==> src/hw/rtl/qmm_pkg.sv <==
// ----------------------------------------------------------------------------
// qmm_pkg
// Shared constants and types for the quad X motor mixer and pulse generator.
// ----------------------------------------------------------------------------
package qmm_pkg;

  // Motor and field geometry
  localparam int unsigned MOTOR_COUNT = 4;
  localparam int unsigned WIDTH_BITS  = 12;
  localparam int unsigned THROTTLE_W  = 12;
  localparam int unsigned ANGLE_W     = 16;
  localparam int unsigned YAW_W       = 12;
  localparam int unsigned GAIN_W      = 8;

  // Gain times angle: Q0.8 gain and 1/16 degree angle give a 2^12 divisor
  localparam int unsigned TERM_SHIFT  = 12;
  localparam int unsigned PROD_W      = GAIN_W + 1 + ANGLE_W;
  localparam int unsigned TERM_W      = PROD_W - TERM_SHIFT;

  // Mixing sum: throttle plus three signed terms, with headroom and sign
  localparam int unsigned SUM_W       = WIDTH_BITS + 4;

  // Quad X signs: a set bit subtracts that term for the motor
  localparam logic [MOTOR_COUNT-1:0] PITCH_NEG = 4'b1100;
  localparam logic [MOTOR_COUNT-1:0] ROLL_NEG  = 4'b1010;
  localparam logic [MOTOR_COUNT-1:0] YAW_NEG   = 4'b0110;

  // Request kinds
  localparam logic KIND_TICK  = 1'b0;
  localparam logic KIND_START = 1'b1;

  // Configuration port
  localparam int unsigned PADDR_W = 3;
  localparam int unsigned PDATA_W = 32;
  localparam logic        REG_ANGLE_GAIN = 1'b0;  // word index
  localparam logic [GAIN_W-1:0] ANGLE_GAIN_RESET = 8'd51;  // about 0.2

  typedef logic [WIDTH_BITS-1:0]  width_t;
  typedef logic [MOTOR_COUNT-1:0] level_t;

  localparam width_t WIDTH_MAX = '1;

  // Registered request after the gain multiply
  typedef struct packed {
    logic                         kind;
    logic [THROTTLE_W-1:0]        throttle;
    logic signed [TERM_W-1:0]     pitch_term;
    logic signed [TERM_W-1:0]     roll_term;
    logic signed [YAW_W-1:0]      yaw;
  } stage_t;

endpackage

==> src/hw/rtl/qmm_in_if.sv <==
// ----------------------------------------------------------------------------
// qmm_in_if
// Request channel: tick or frame start with throttle, angles and yaw.
// ----------------------------------------------------------------------------
interface qmm_in_if import qmm_pkg::*; ();

  logic                     valid;
  logic                     ready;
  logic                     kind;
  logic [THROTTLE_W-1:0]    throttle_width;
  logic signed [ANGLE_W-1:0] pitch_angle;
  logic signed [ANGLE_W-1:0] roll_angle;
  logic signed [YAW_W-1:0]  yaw_term;

  modport source (
    output valid, kind, throttle_width, pitch_angle, roll_angle, yaw_term,
    input  ready
  );

  modport sink (
    input  valid, kind, throttle_width, pitch_angle, roll_angle, yaw_term,
    output ready
  );

endinterface

==> src/hw/rtl/qmm_out_if.sv <==
// ----------------------------------------------------------------------------
// qmm_out_if
// Result channel: motor output levels and busy flag.
// ----------------------------------------------------------------------------
interface qmm_out_if import qmm_pkg::*; ();

  logic   valid;
  logic   ready;
  level_t motor_levels;
  logic   busy_res;

  modport source (
    output valid, motor_levels, busy_res,
    input  ready
  );

  modport sink (
    input  valid, motor_levels, busy_res,
    output ready
  );

endinterface

==> src/hw/rtl/quad_motor_mixer_pulse_generator.sv <==
// ----------------------------------------------------------------------------
// quad_motor_mixer_pulse_generator
// Quad X motor mixer with four microsecond pulse outputs.
//
//   channel  dir  handshake          payload
//   in_i     in   valid/ready        kind, throttle_width, pitch_angle,
//                                    roll_angle, yaw_term
//   res_o    out  valid/ready        motor_levels, busy_res
//   apb      in   psel/penable       angle_gain at byte address 0
//
// One request per cycle sustained; the pipe is the input register with
// the gain multiply, then mix, pulse state update and result register.
// The pulse state is updated in the second stage, so each request sees the
// state left by the one before it.
// Reset is asynchronous, active low; no clearing pass is needed.
// A stalled result holds the whole pipe; in_i.ready drops only then.
// ----------------------------------------------------------------------------
module quad_motor_mixer_pulse_generator import qmm_pkg::*; (
  input  logic                clk_i,
  input  logic                rst_ni,
  qmm_in_if.sink              in_i,
  qmm_out_if.source           res_o,
  input  logic                psel_i,
  input  logic                penable_i,
  input  logic                pwrite_i,
  input  logic [PADDR_W-1:0]  paddr_i,
  input  logic [PDATA_W-1:0]  pwdata_i,
  output logic [PDATA_W-1:0]  prdata_o,
  output logic                pready_o
);

  logic [GAIN_W-1:0]        gain_q;
  logic                     advance;
  logic signed [PROD_W-1:0] prod_p;
  logic signed [PROD_W-1:0] prod_r;
  logic                     s1_valid_q;
  stage_t                   s1_q;
  width_t [MOTOR_COUNT-1:0] mix_w;
  width_t [MOTOR_COUNT-1:0] widths_q, widths_d;
  width_t                   elapsed_q, elapsed_d;
  level_t                   levels_q, levels_d;
  logic                     res_valid_q;
  level_t                   res_levels_q;
  logic                     res_busy_q;

  // Configuration register
  assign pready_o = 1'b1;
  assign prdata_o = (paddr_i[2] == REG_ANGLE_GAIN) ? PDATA_W'(gain_q) : '0;

  always_ff @(posedge clk_i or negedge rst_ni) begin
    if (!rst_ni) begin
      gain_q <= ANGLE_GAIN_RESET;
    end else if (psel_i && penable_i && pwrite_i && pready_o &&
                 paddr_i[2] == REG_ANGLE_GAIN) begin
      gain_q <= pwdata_i[GAIN_W-1:0];
    end
  end

  // Advance the pipe unless the result is stalled
  assign advance    = !res_valid_q || res_o.ready;
  assign in_i.ready = advance;

  // Gain times angle; the arithmetic shift gives floor division
  assign prod_p = $signed({1'b0, gain_q}) * in_i.pitch_angle;
  assign prod_r = $signed({1'b0, gain_q}) * in_i.roll_angle;

  // Input register
  always_ff @(posedge clk_i or negedge rst_ni) begin
    if (!rst_ni) begin
      s1_valid_q <= 1'b0;
    end else if (advance) begin
      s1_valid_q <= in_i.valid;
    end
  end

  always_ff @(posedge clk_i) begin
    if (advance && in_i.valid) begin
      s1_q.kind       <= in_i.kind;
      s1_q.throttle   <= in_i.throttle_width;
      s1_q.pitch_term <= prod_p[PROD_W-1:TERM_SHIFT];
      s1_q.roll_term  <= prod_r[PROD_W-1:TERM_SHIFT];
      s1_q.yaw        <= in_i.yaw_term;
    end
  end

  qmm_mixer u_mixer (
    .term_i  (s1_q),
    .width_o (mix_w)
  );

  // Pulse state: load widths on a start while idle, count and drop outputs on ticks
  always_comb begin
    levels_d  = levels_q;
    elapsed_d = elapsed_q;
    widths_d  = widths_q;
    if (s1_valid_q && advance) begin
      if (s1_q.kind == KIND_START) begin
        if (levels_q == '0) begin
          widths_d  = mix_w;
          elapsed_d = '0;
          for (int i = 0; i < MOTOR_COUNT; i++) begin
            levels_d[i] = (mix_w[i] != '0);
          end
        end
      end else if (levels_q != '0) begin
        if (elapsed_q != WIDTH_MAX) begin
          elapsed_d = elapsed_q + 1'b1;
        end
        for (int i = 0; i < MOTOR_COUNT; i++) begin
          if (widths_q[i] <= elapsed_d) begin
            levels_d[i] = 1'b0;
          end
        end
      end
    end
  end

  always_ff @(posedge clk_i or negedge rst_ni) begin
    if (!rst_ni) begin
      levels_q  <= '0;
      elapsed_q <= '0;
      widths_q  <= '0;
    end else begin
      levels_q  <= levels_d;
      elapsed_q <= elapsed_d;
      widths_q  <= widths_d;
    end
  end

  // Result register
  always_ff @(posedge clk_i or negedge rst_ni) begin
    if (!rst_ni) begin
      res_valid_q <= 1'b0;
    end else if (advance) begin
      res_valid_q <= s1_valid_q;
    end
  end

  always_ff @(posedge clk_i) begin
    if (advance && s1_valid_q) begin
      res_levels_q <= levels_d;
      res_busy_q   <= (levels_d != '0);
    end
  end

  assign res_o.valid        = res_valid_q;
  assign res_o.motor_levels = res_levels_q;
  assign res_o.busy_res     = res_busy_q;

  // A tick never raises an output
  assert property (@(posedge clk_i) disable iff (!rst_ni)
    (s1_valid_q && advance && s1_q.kind == KIND_TICK)
      |=> ((levels_q & ~$past(levels_q)) == '0))
    else $error("tick raised a motor output");

  // A start while busy leaves the widths alone
  assert property (@(posedge clk_i) disable iff (!rst_ni)
    (s1_valid_q && advance && s1_q.kind == KIND_START && levels_q != '0)
      |=> $stable(widths_q))
    else $error("start while busy changed widths");

  // Every request in the input stage reaches the result register
  assert property (@(posedge clk_i) disable iff (!rst_ni)
    (s1_valid_q && advance) |=> res_valid_q)
    else $error("request lost between stages");

  // A motor with zero width is never high
  for (genvar g = 0; g < MOTOR_COUNT; g++) begin : g_zero_chk
    assert property (@(posedge clk_i) disable iff (!rst_ni)
      levels_q[g] |-> (widths_q[g] != '0))
      else $error("motor output high with zero width");
  end

endmodule

==> src/hw/rtl/qmm_mixer.sv <==
// ----------------------------------------------------------------------------
// qmm_mixer
// Quad X mix of throttle, pitch, roll and yaw, saturated to pulse widths.
// ----------------------------------------------------------------------------
module qmm_mixer import qmm_pkg::*; (
  input  stage_t                     term_i,
  output width_t [MOTOR_COUNT-1:0]   width_o
);

  logic signed [SUM_W-1:0] t_ext;
  logic signed [SUM_W-1:0] p_ext;
  logic signed [SUM_W-1:0] r_ext;
  logic signed [SUM_W-1:0] y_ext;
  logic signed [SUM_W-1:0] sum [MOTOR_COUNT];

  // Extend operands to the sum width
  assign t_ext = SUM_W'({1'b0, term_i.throttle});
  assign p_ext = SUM_W'(term_i.pitch_term);
  assign r_ext = SUM_W'(term_i.roll_term);
  assign y_ext = SUM_W'(term_i.yaw);

  // Mix with per-motor signs, then saturate to 0..WIDTH_MAX
  always_comb begin
    for (int i = 0; i < MOTOR_COUNT; i++) begin
      sum[i] = t_ext
             + (PITCH_NEG[i] ? -p_ext : p_ext)
             + (ROLL_NEG[i]  ? -r_ext : r_ext)
             + (YAW_NEG[i]   ? -y_ext : y_ext);
      if (sum[i][SUM_W-1]) begin
        width_o[i] = '0;
      end else if (sum[i][SUM_W-2:WIDTH_BITS] != '0) begin
        width_o[i] = WIDTH_MAX;
      end else begin
        width_o[i] = sum[i][WIDTH_BITS-1:0];
      end
    end
  end

endmodule

==> src/flat_wrapper.sv <==
// flat-port wrapper written by rule: the top's interface ports become plain ports
module quad_motor_mixer_pulse_generator_flat import qmm_pkg::*;
  (clk_i, rst_ni, psel_i, penable_i, pwrite_i, paddr_i, pwdata_i, prdata_o, pready_o, in_i_valid, in_i_kind, in_i_throttle_width, in_i_pitch_angle, in_i_roll_angle, in_i_yaw_term, in_i_ready, res_o_valid, res_o_motor_levels, res_o_busy_res, res_o_ready);
  qmm_in_if in_i_i ();
  qmm_out_if res_o_i ();
  input  logic clk_i;
  input  logic rst_ni;
  input  logic psel_i;
  input  logic penable_i;
  input  logic pwrite_i;
  input  logic [PADDR_W-1:0] paddr_i;
  input  logic [PDATA_W-1:0] pwdata_i;
  output logic [PDATA_W-1:0] prdata_o;
  output logic pready_o;
  input wire logic [$bits(in_i_i.valid)-1:0] in_i_valid;
  input wire logic [$bits(in_i_i.kind)-1:0] in_i_kind;
  input wire logic [$bits(in_i_i.throttle_width)-1:0] in_i_throttle_width;
  input wire logic [$bits(in_i_i.pitch_angle)-1:0] in_i_pitch_angle;
  input wire logic [$bits(in_i_i.roll_angle)-1:0] in_i_roll_angle;
  input wire logic [$bits(in_i_i.yaw_term)-1:0] in_i_yaw_term;
  output wire logic [$bits(in_i_i.ready)-1:0] in_i_ready;
  output wire logic [$bits(res_o_i.valid)-1:0] res_o_valid;
  output wire logic [$bits(res_o_i.motor_levels)-1:0] res_o_motor_levels;
  output wire logic [$bits(res_o_i.busy_res)-1:0] res_o_busy_res;
  input wire logic [$bits(res_o_i.ready)-1:0] res_o_ready;
  assign in_i_i.valid = in_i_valid;
  assign in_i_i.kind = in_i_kind;
  assign in_i_i.throttle_width = in_i_throttle_width;
  assign in_i_i.pitch_angle = in_i_pitch_angle;
  assign in_i_i.roll_angle = in_i_roll_angle;
  assign in_i_i.yaw_term = in_i_yaw_term;
  assign in_i_ready = in_i_i.ready;
  assign res_o_valid = res_o_i.valid;
  assign res_o_motor_levels = res_o_i.motor_levels;
  assign res_o_busy_res = res_o_i.busy_res;
  assign res_o_i.ready = res_o_ready;
  quad_motor_mixer_pulse_generator u_core (.clk_i(clk_i), .rst_ni(rst_ni), .in_i(in_i_i), .res_o(res_o_i), .psel_i(psel_i), .penable_i(penable_i), .pwrite_i(pwrite_i), .paddr_i(paddr_i), .pwdata_i(pwdata_i), .prdata_o(prdata_o), .pready_o(pready_o));
endmodule
==> config.mk <==
export PLATFORM = sky130hd
export DESIGN_NAME = quad_motor_mixer_pulse_generator_flat
export DESIGN_NICKNAME = d
export VERILOG_FILES = /design/src/hw/rtl/qmm_pkg.sv /design/src/hw/rtl/qmm_in_if.sv /design/src/hw/rtl/qmm_out_if.sv /design/src/hw/rtl/quad_motor_mixer_pulse_generator.sv /design/src/hw/rtl/qmm_mixer.sv /design/src/flat_wrapper.sv
export SDC_FILE = /design/constraint.sdc
export NUM_CORES = 1
export LEC_CHECK = 0
export ABC_AREA = 1
export ABC_CLOCK_PERIOD_IN_PS = 6570
export BUFFER_PORTS_ARGS = -buffer_cell sky130_fd_sc_hd__buf_2
export CAP_MARGIN = 30
export CORE_MARGIN = 3
export CORE_UTILIZATION = 33
export CTS_BUF_LIST = sky130_fd_sc_hd__clkbuf_2
export CTS_CLUSTER_SIZE = 28
export DETAILED_ROUTE_END_ITERATION = 7
export GPL_TIMING_DRIVEN = 0
export MAX_ROUTING_LAYER = met4
export PLACE_DENSITY = 0.49
export SYNTH_ARGS = -nofsm -noshare
export SYNTH_HDL_FRONTEND = slang
export SYNTH_SLANG_ARGS = --single-unit
==> constraint.sdc <==
create_clock -name clk_i -period 6.57 [get_ports clk_i]
set_clock_uncertainty 0.2 [all_clocks]
set_input_delay 0.657 -clock clk_i [delete_from_list [all_inputs] [get_ports clk_i]]
set_output_delay 0.657 -clock clk_i [all_outputs]
set_load 0.05 [all_outputs]
# Yosys cells after proc, flatten, opt, wreduce, memory -nomap -nowiden
# Cells that the tools add are included.
# Widths: inputs -> output; s select.
[totals]
mem_bits_ro = 0
inputBits = 99
memories = 0
latchBits = 0
mem_bits_rw = 0
word_cells = 84
reg_bits = 130
[op_classes]
multipliers = 2
reduce_logical = 21
addsub = 14
magnitude_cmp = 4
shifts = 0
muxes = 24
div_mod_pow = 0
n_bitwise = 1
eq_ne = 2
[ops]
columns = ["op", "count"]
rows = [
  ["$mux 12", 15],
  ["$mul 9x16->25", 2],
  ["$add 16x16->16", 3],
  ["$le 12x12->1", 4],
  ["$reduce_bool 12->1", 4],
  ["$neg 13->16", 2],
  ["$add 13x16->16", 1],
  ["$add 14x16->16", 1],
  ["$add 15x12->16", 1],
  ["$add 16x12->16", 1],
  ["$add 16x13->16", 1],
  ["$mux 4", 4],
  ["$neg 12->16", 1],
  ["$add 14x13->15", 1],
  ["$add 13x13->14", 1],
  ["$add 12x1->12 const B", 1],
  ["$ne 12x12->1 const B", 1],
  ["$reduce_bool 3->1", 4],
  ["$mux 8", 1],
  ["$reduce_bool 4->1", 2],
  ["$reduce_and 3->1", 2],
  ["$logic_and 1x1->1", 5],
  ["$logic_not 4->1", 1],
  ["$mux 1", 4],
  ["5 further kinds", 5],
]

# Logic depth before layout (Yosys ltp)
[logic_depth]
ltp_word = 12
mapped_depth = 36
mapped_depth_nobuf = 34

# Cells and area by module
# A second synthesis with hierarchy kept.
[hier_totals]
hier_cells = 3206
hier_area_um2 = 23196.0
[modules_own_cells]
columns = ["mod", "area_per_inst_um2", "instances", "cells_per_inst"]
rows = [
  ["quad_motor_mixer_pulse_generator", 16150.5, 1, 2071],
  ["qmm_mixer", 7045.5, 1, 1135],
]

# Worst setup path before layout
# No wires, ideal clock.
[synth_path]
kind = "register -> register"
start = "register u_core.gain_q[0]"
end = "register u_core.s1_q[22] (netlist name) (data pin)"
path_slack_ps = 1237
required_ps = 6108
arrival_ps = 4871
stages_incl_launch_ff = 21
cell_sequence = "dfstp_2 clkbuf_1 clkbuf_1 nand2_1 fa_1 inv_1 fa_1 inv_1 fa_1 inv_1 fa_1 ha_1 nand2_1 nor2_1 nand2_1 o21ai_0 nand3_1 nand3_1 a21boi_0 a21oi_1 xor2_1"
[synth_between]
elab_chain_len = 1
[synth_rtl]
columns = ["element", "line", "text"]
rows = [
  ["from (decl)", "quad_motor_mixer_pulse_generator.sv:32", "logic [GAIN_W-1:0] gain_q;"],
  ["from (signal assigned)", "quad_motor_mixer_pulse_generator.sv:55", "gain_q <= pwdata_i[GAIN_W-1:0];"],
  ["$mul 9x16->25", "quad_motor_mixer_pulse_generator.sv:65", "assign prod_r = $signed({1'b0, gain_q}) * in_i.roll_angle;"],
  ["via u_core.prod_r[22]", "quad_motor_mixer_pulse_generator.sv:35", "logic signed [PROD_W-1:0] prod_r;"],
  ["to (decl)", "quad_motor_mixer_pulse_generator.sv:37", "stage_t s1_q;"],
]
# The timed path passes the listed nets, and every way through them passes these cells.
# A chain may end at the register's enable or synchronous reset.

# Final worst setup path
[layout_path]
start = "register u_core.gain_q[1]"
end = "register u_core.s1_q[22] (netlist name) (data pin)"
# The elaborated chain is that of the path after synthesis.

==> results_dict.tcl <==
set metrics [dict create \
    yosys-top-cells-area "fa_1, ha_1, inv_1" \
    gr-usage-all-layers 0.1863 \
    max_freq_mhz 160.6 \
    path_max_fanout 10 \
    slew_headroom 0.4226 \
    drive_above_1_share 0.08401 \
    drt_drc_violations_left 0 \
    worst_slack_ps 344.4 \
    root_buffer "clkbuf_2" \
    cts_buffers 17 \
    ff2ff_path_depth 20 \
    synth_edf_count 56 \
    ys_ff_latch 130 \
    grt_start_max_net_pins 67 \
    clock_latency_ps 960 \
    layout.nets 3633 \
    min_path_cells 2 \
    status "completed" \
    required_ps 7070 \
    place.port_buffers 58 \
    hold_class "primary input to flop" \
    r2r-start "u_core.gain_q[1]" \
    gp_congestion 0.8864 \
    crit_type "flop to flop" \
    avgSynthCellArea_um2 7.618 \
    fin_crit_sh 0.9476 \
    cts_tree "yes" \
    first_pass_iters 5 \
    syn-instance-count 2893 \
    async_flop_share 0.5692 \
    dpl-instance-area_um2 23570 \
    synth_top_area_frac 0.2407 \
    grt-ovfl-total 0 \
    io_pins 139 \
    place_hpwl_mm 52.09 \
    maxSlewViolCount 0 \
    syn2layout_area_growth_pct 10.33 \
    max-cap-violations 0 \
    grt_antenna_before_repair 3 \
    cts_sinks 130 \
    synth_top_area_cell "fa_1" \
    dp.cells 3844 \
    ys_seq_area_frac 0.1605 \
    dp_slack_ps -181.7 \
    row_count 94 \
    hold_viol_final 0 \
    htree_num_levels 4 \
    synth_area_um2 22040 \
    cts_buffer_depth 2 \
    clkTransAtPathRegs_ps 240 \
    synth_flop_cell "dfrtp_1" \
    rsz0062_at_grt "false" \
    routed_via_density 4.597 \
    tightest_slew_ps 866.2 \
    yosys.cell_count.top_type "inv_1" \
    die_area_um2 69920 \
    drt_iter0_drc 888 \
    synth-warning-count 0 \
    grt_pass1_wl_mm 99.65 \
    first_global_vias 18782 \
    setup_tns_ps 0 \
    endpoint_kind "flop" \
    startpoint_type "flop" \
    antenna_left 0 \
    stdcell_area_um2 24320 \
    critPathLaunch "u_core.gain_q[1]" \
    initial_core_util 0.3340 \
    wire_per_inst_um 15.48 \
    final_cells 3925 \
    die_w_um 264.4 \
    totalWireLength_mm 60.76 \
    finalCriticalPeriod_ps 6226 \
    yosysUniqueCellTypes 51 \
    setup_viol 0 \
    worstPathArrival_ps 6730 \
    die_y_um 264.4 \
    core_area_um2 65980 \
    min-delay-start "in_i_yaw_term[2]" \
    synthTopCellsByCount "inv_1, nand2_1, fa_1, ha_1, nor2_1" \
    num_vias 18042 \
]
==> logic make-up (layout without fill, tap and decap cells) <==
group / Yosys count / after routing / synth area share
other cells: 2 / 27 / 0.0003407
buf+inv: 834 / 977 / 0.1512
xor+xnor: 115 / 115 / 0.04638
compound gates: 274 / 274 / 0.07125
flops: 130 / 130 / 0.1605
simple gates: 1050 / 1050 / 0.2030
fa+ha+maj: 488 / 488 / 0.3673
==> critical path, stage by stage (launching register included) <==
cell,delay [ps]
dfstp_2,610
clkbuf_1,560
buf_2,430
nand2_1,130
fa_1,530
inv_1,60
fa_1,490
inv_1,50
fa_1,520
inv_1,50
fa_1,440
ha_1,340
nand2_1,100
nor2_1,140
nand2_1,70
o21ai_1,350
nand3_1,200
nand3_1,110
a21boi_0,310
a21oi_1,140
xor2_1,170
==> area by class of cell <==
cell class              instances  area [um^2]
clock buffers                  18        90.09
well taps                     864         1081
diodes                          2        5.005
flip-flops and latches        130         3538
repair buffers                112        835.8
clock inverters                14        175.2
multi-input cells            1952        15260
fillers                      7022        41660
inverters                     724         2718
plain buffers                 109        613.1
==> stage by stage <==
step / hold WS (ps) / util
after detailed placement: 259.6 / 0.3572
after global placement: 247.8 / 0.3561
final: 200.3 / 0.3685
after global routing: 70.49 / 0.3685
after CTS: 38.19 / 0.3682
after floorplan: 161.4 / -
==> sequential cells by signal, indices dropped and copies added (netlist names) <==
name                       count
u_core.s1_q                   51
u_core.widths_q               48
u_core.res_o.busy_res          1
u_core.res_o.valid             1
u_core.res_o.motor_levels      4
u_core.elapsed_q              12
u_core.s1_valid_q              1
u_core.levels_q                4
u_core.gain_q                  8
==> final timing paths <==
path | end | slack (ps)
worst max-delay path | u_core.s1_q[22] | 340
worst min-delay path | u_core.s1_q[2] | 200
worst max register to register | u_core.s1_q[22] | 340
worst min register to register | u_core.res_o.valid | 300
max in group asynchronous | u_core.gain_q[0] | 4680
min in group asynchronous | u_core.elapsed_q[8] | 580
==> cell usage in the layout, fill, tap and decap left out, types with 42 or more instances in the layout <==
master	instances
a21oi_1	123
buf_2	69
ha_1	223
xor2_1	71
xnor2_1	42
clkbuf_1	48
nand2_1	684
nor2_1	126
o21ai_0	60
nand3_1	109
dfrtp_1	70
fa_1	265
edfxtp_1	56
inv_1	707
dlygate4sd3_1	46
==> per-layer routing <==
layer | part of all wire | global-route usage | vias to the layer above
li1 | - | - | 9020
met1 | 0.46 | 0.2398 | 8641
met2 | 0.49 | 0.3141 | 322
met3 | 0.037 | 0.02181 | 59
met4 | 0.017 | 0.04540 | 0
met5 | 0 | - | -
==> repair_timing <==
action	in CTS	in global routing
pin swaps	0	1
gates resized for setup	2	2
buffers inserted	0	2
cloned	0	0
hold buffers	46	0
hold endpoints to repair	124	0
setup endpoints to repair	2	6
Power is left out: the tool's default activity adds up to more than one toggle a clock period on the data nets, which glitch-free logic cannot reach.
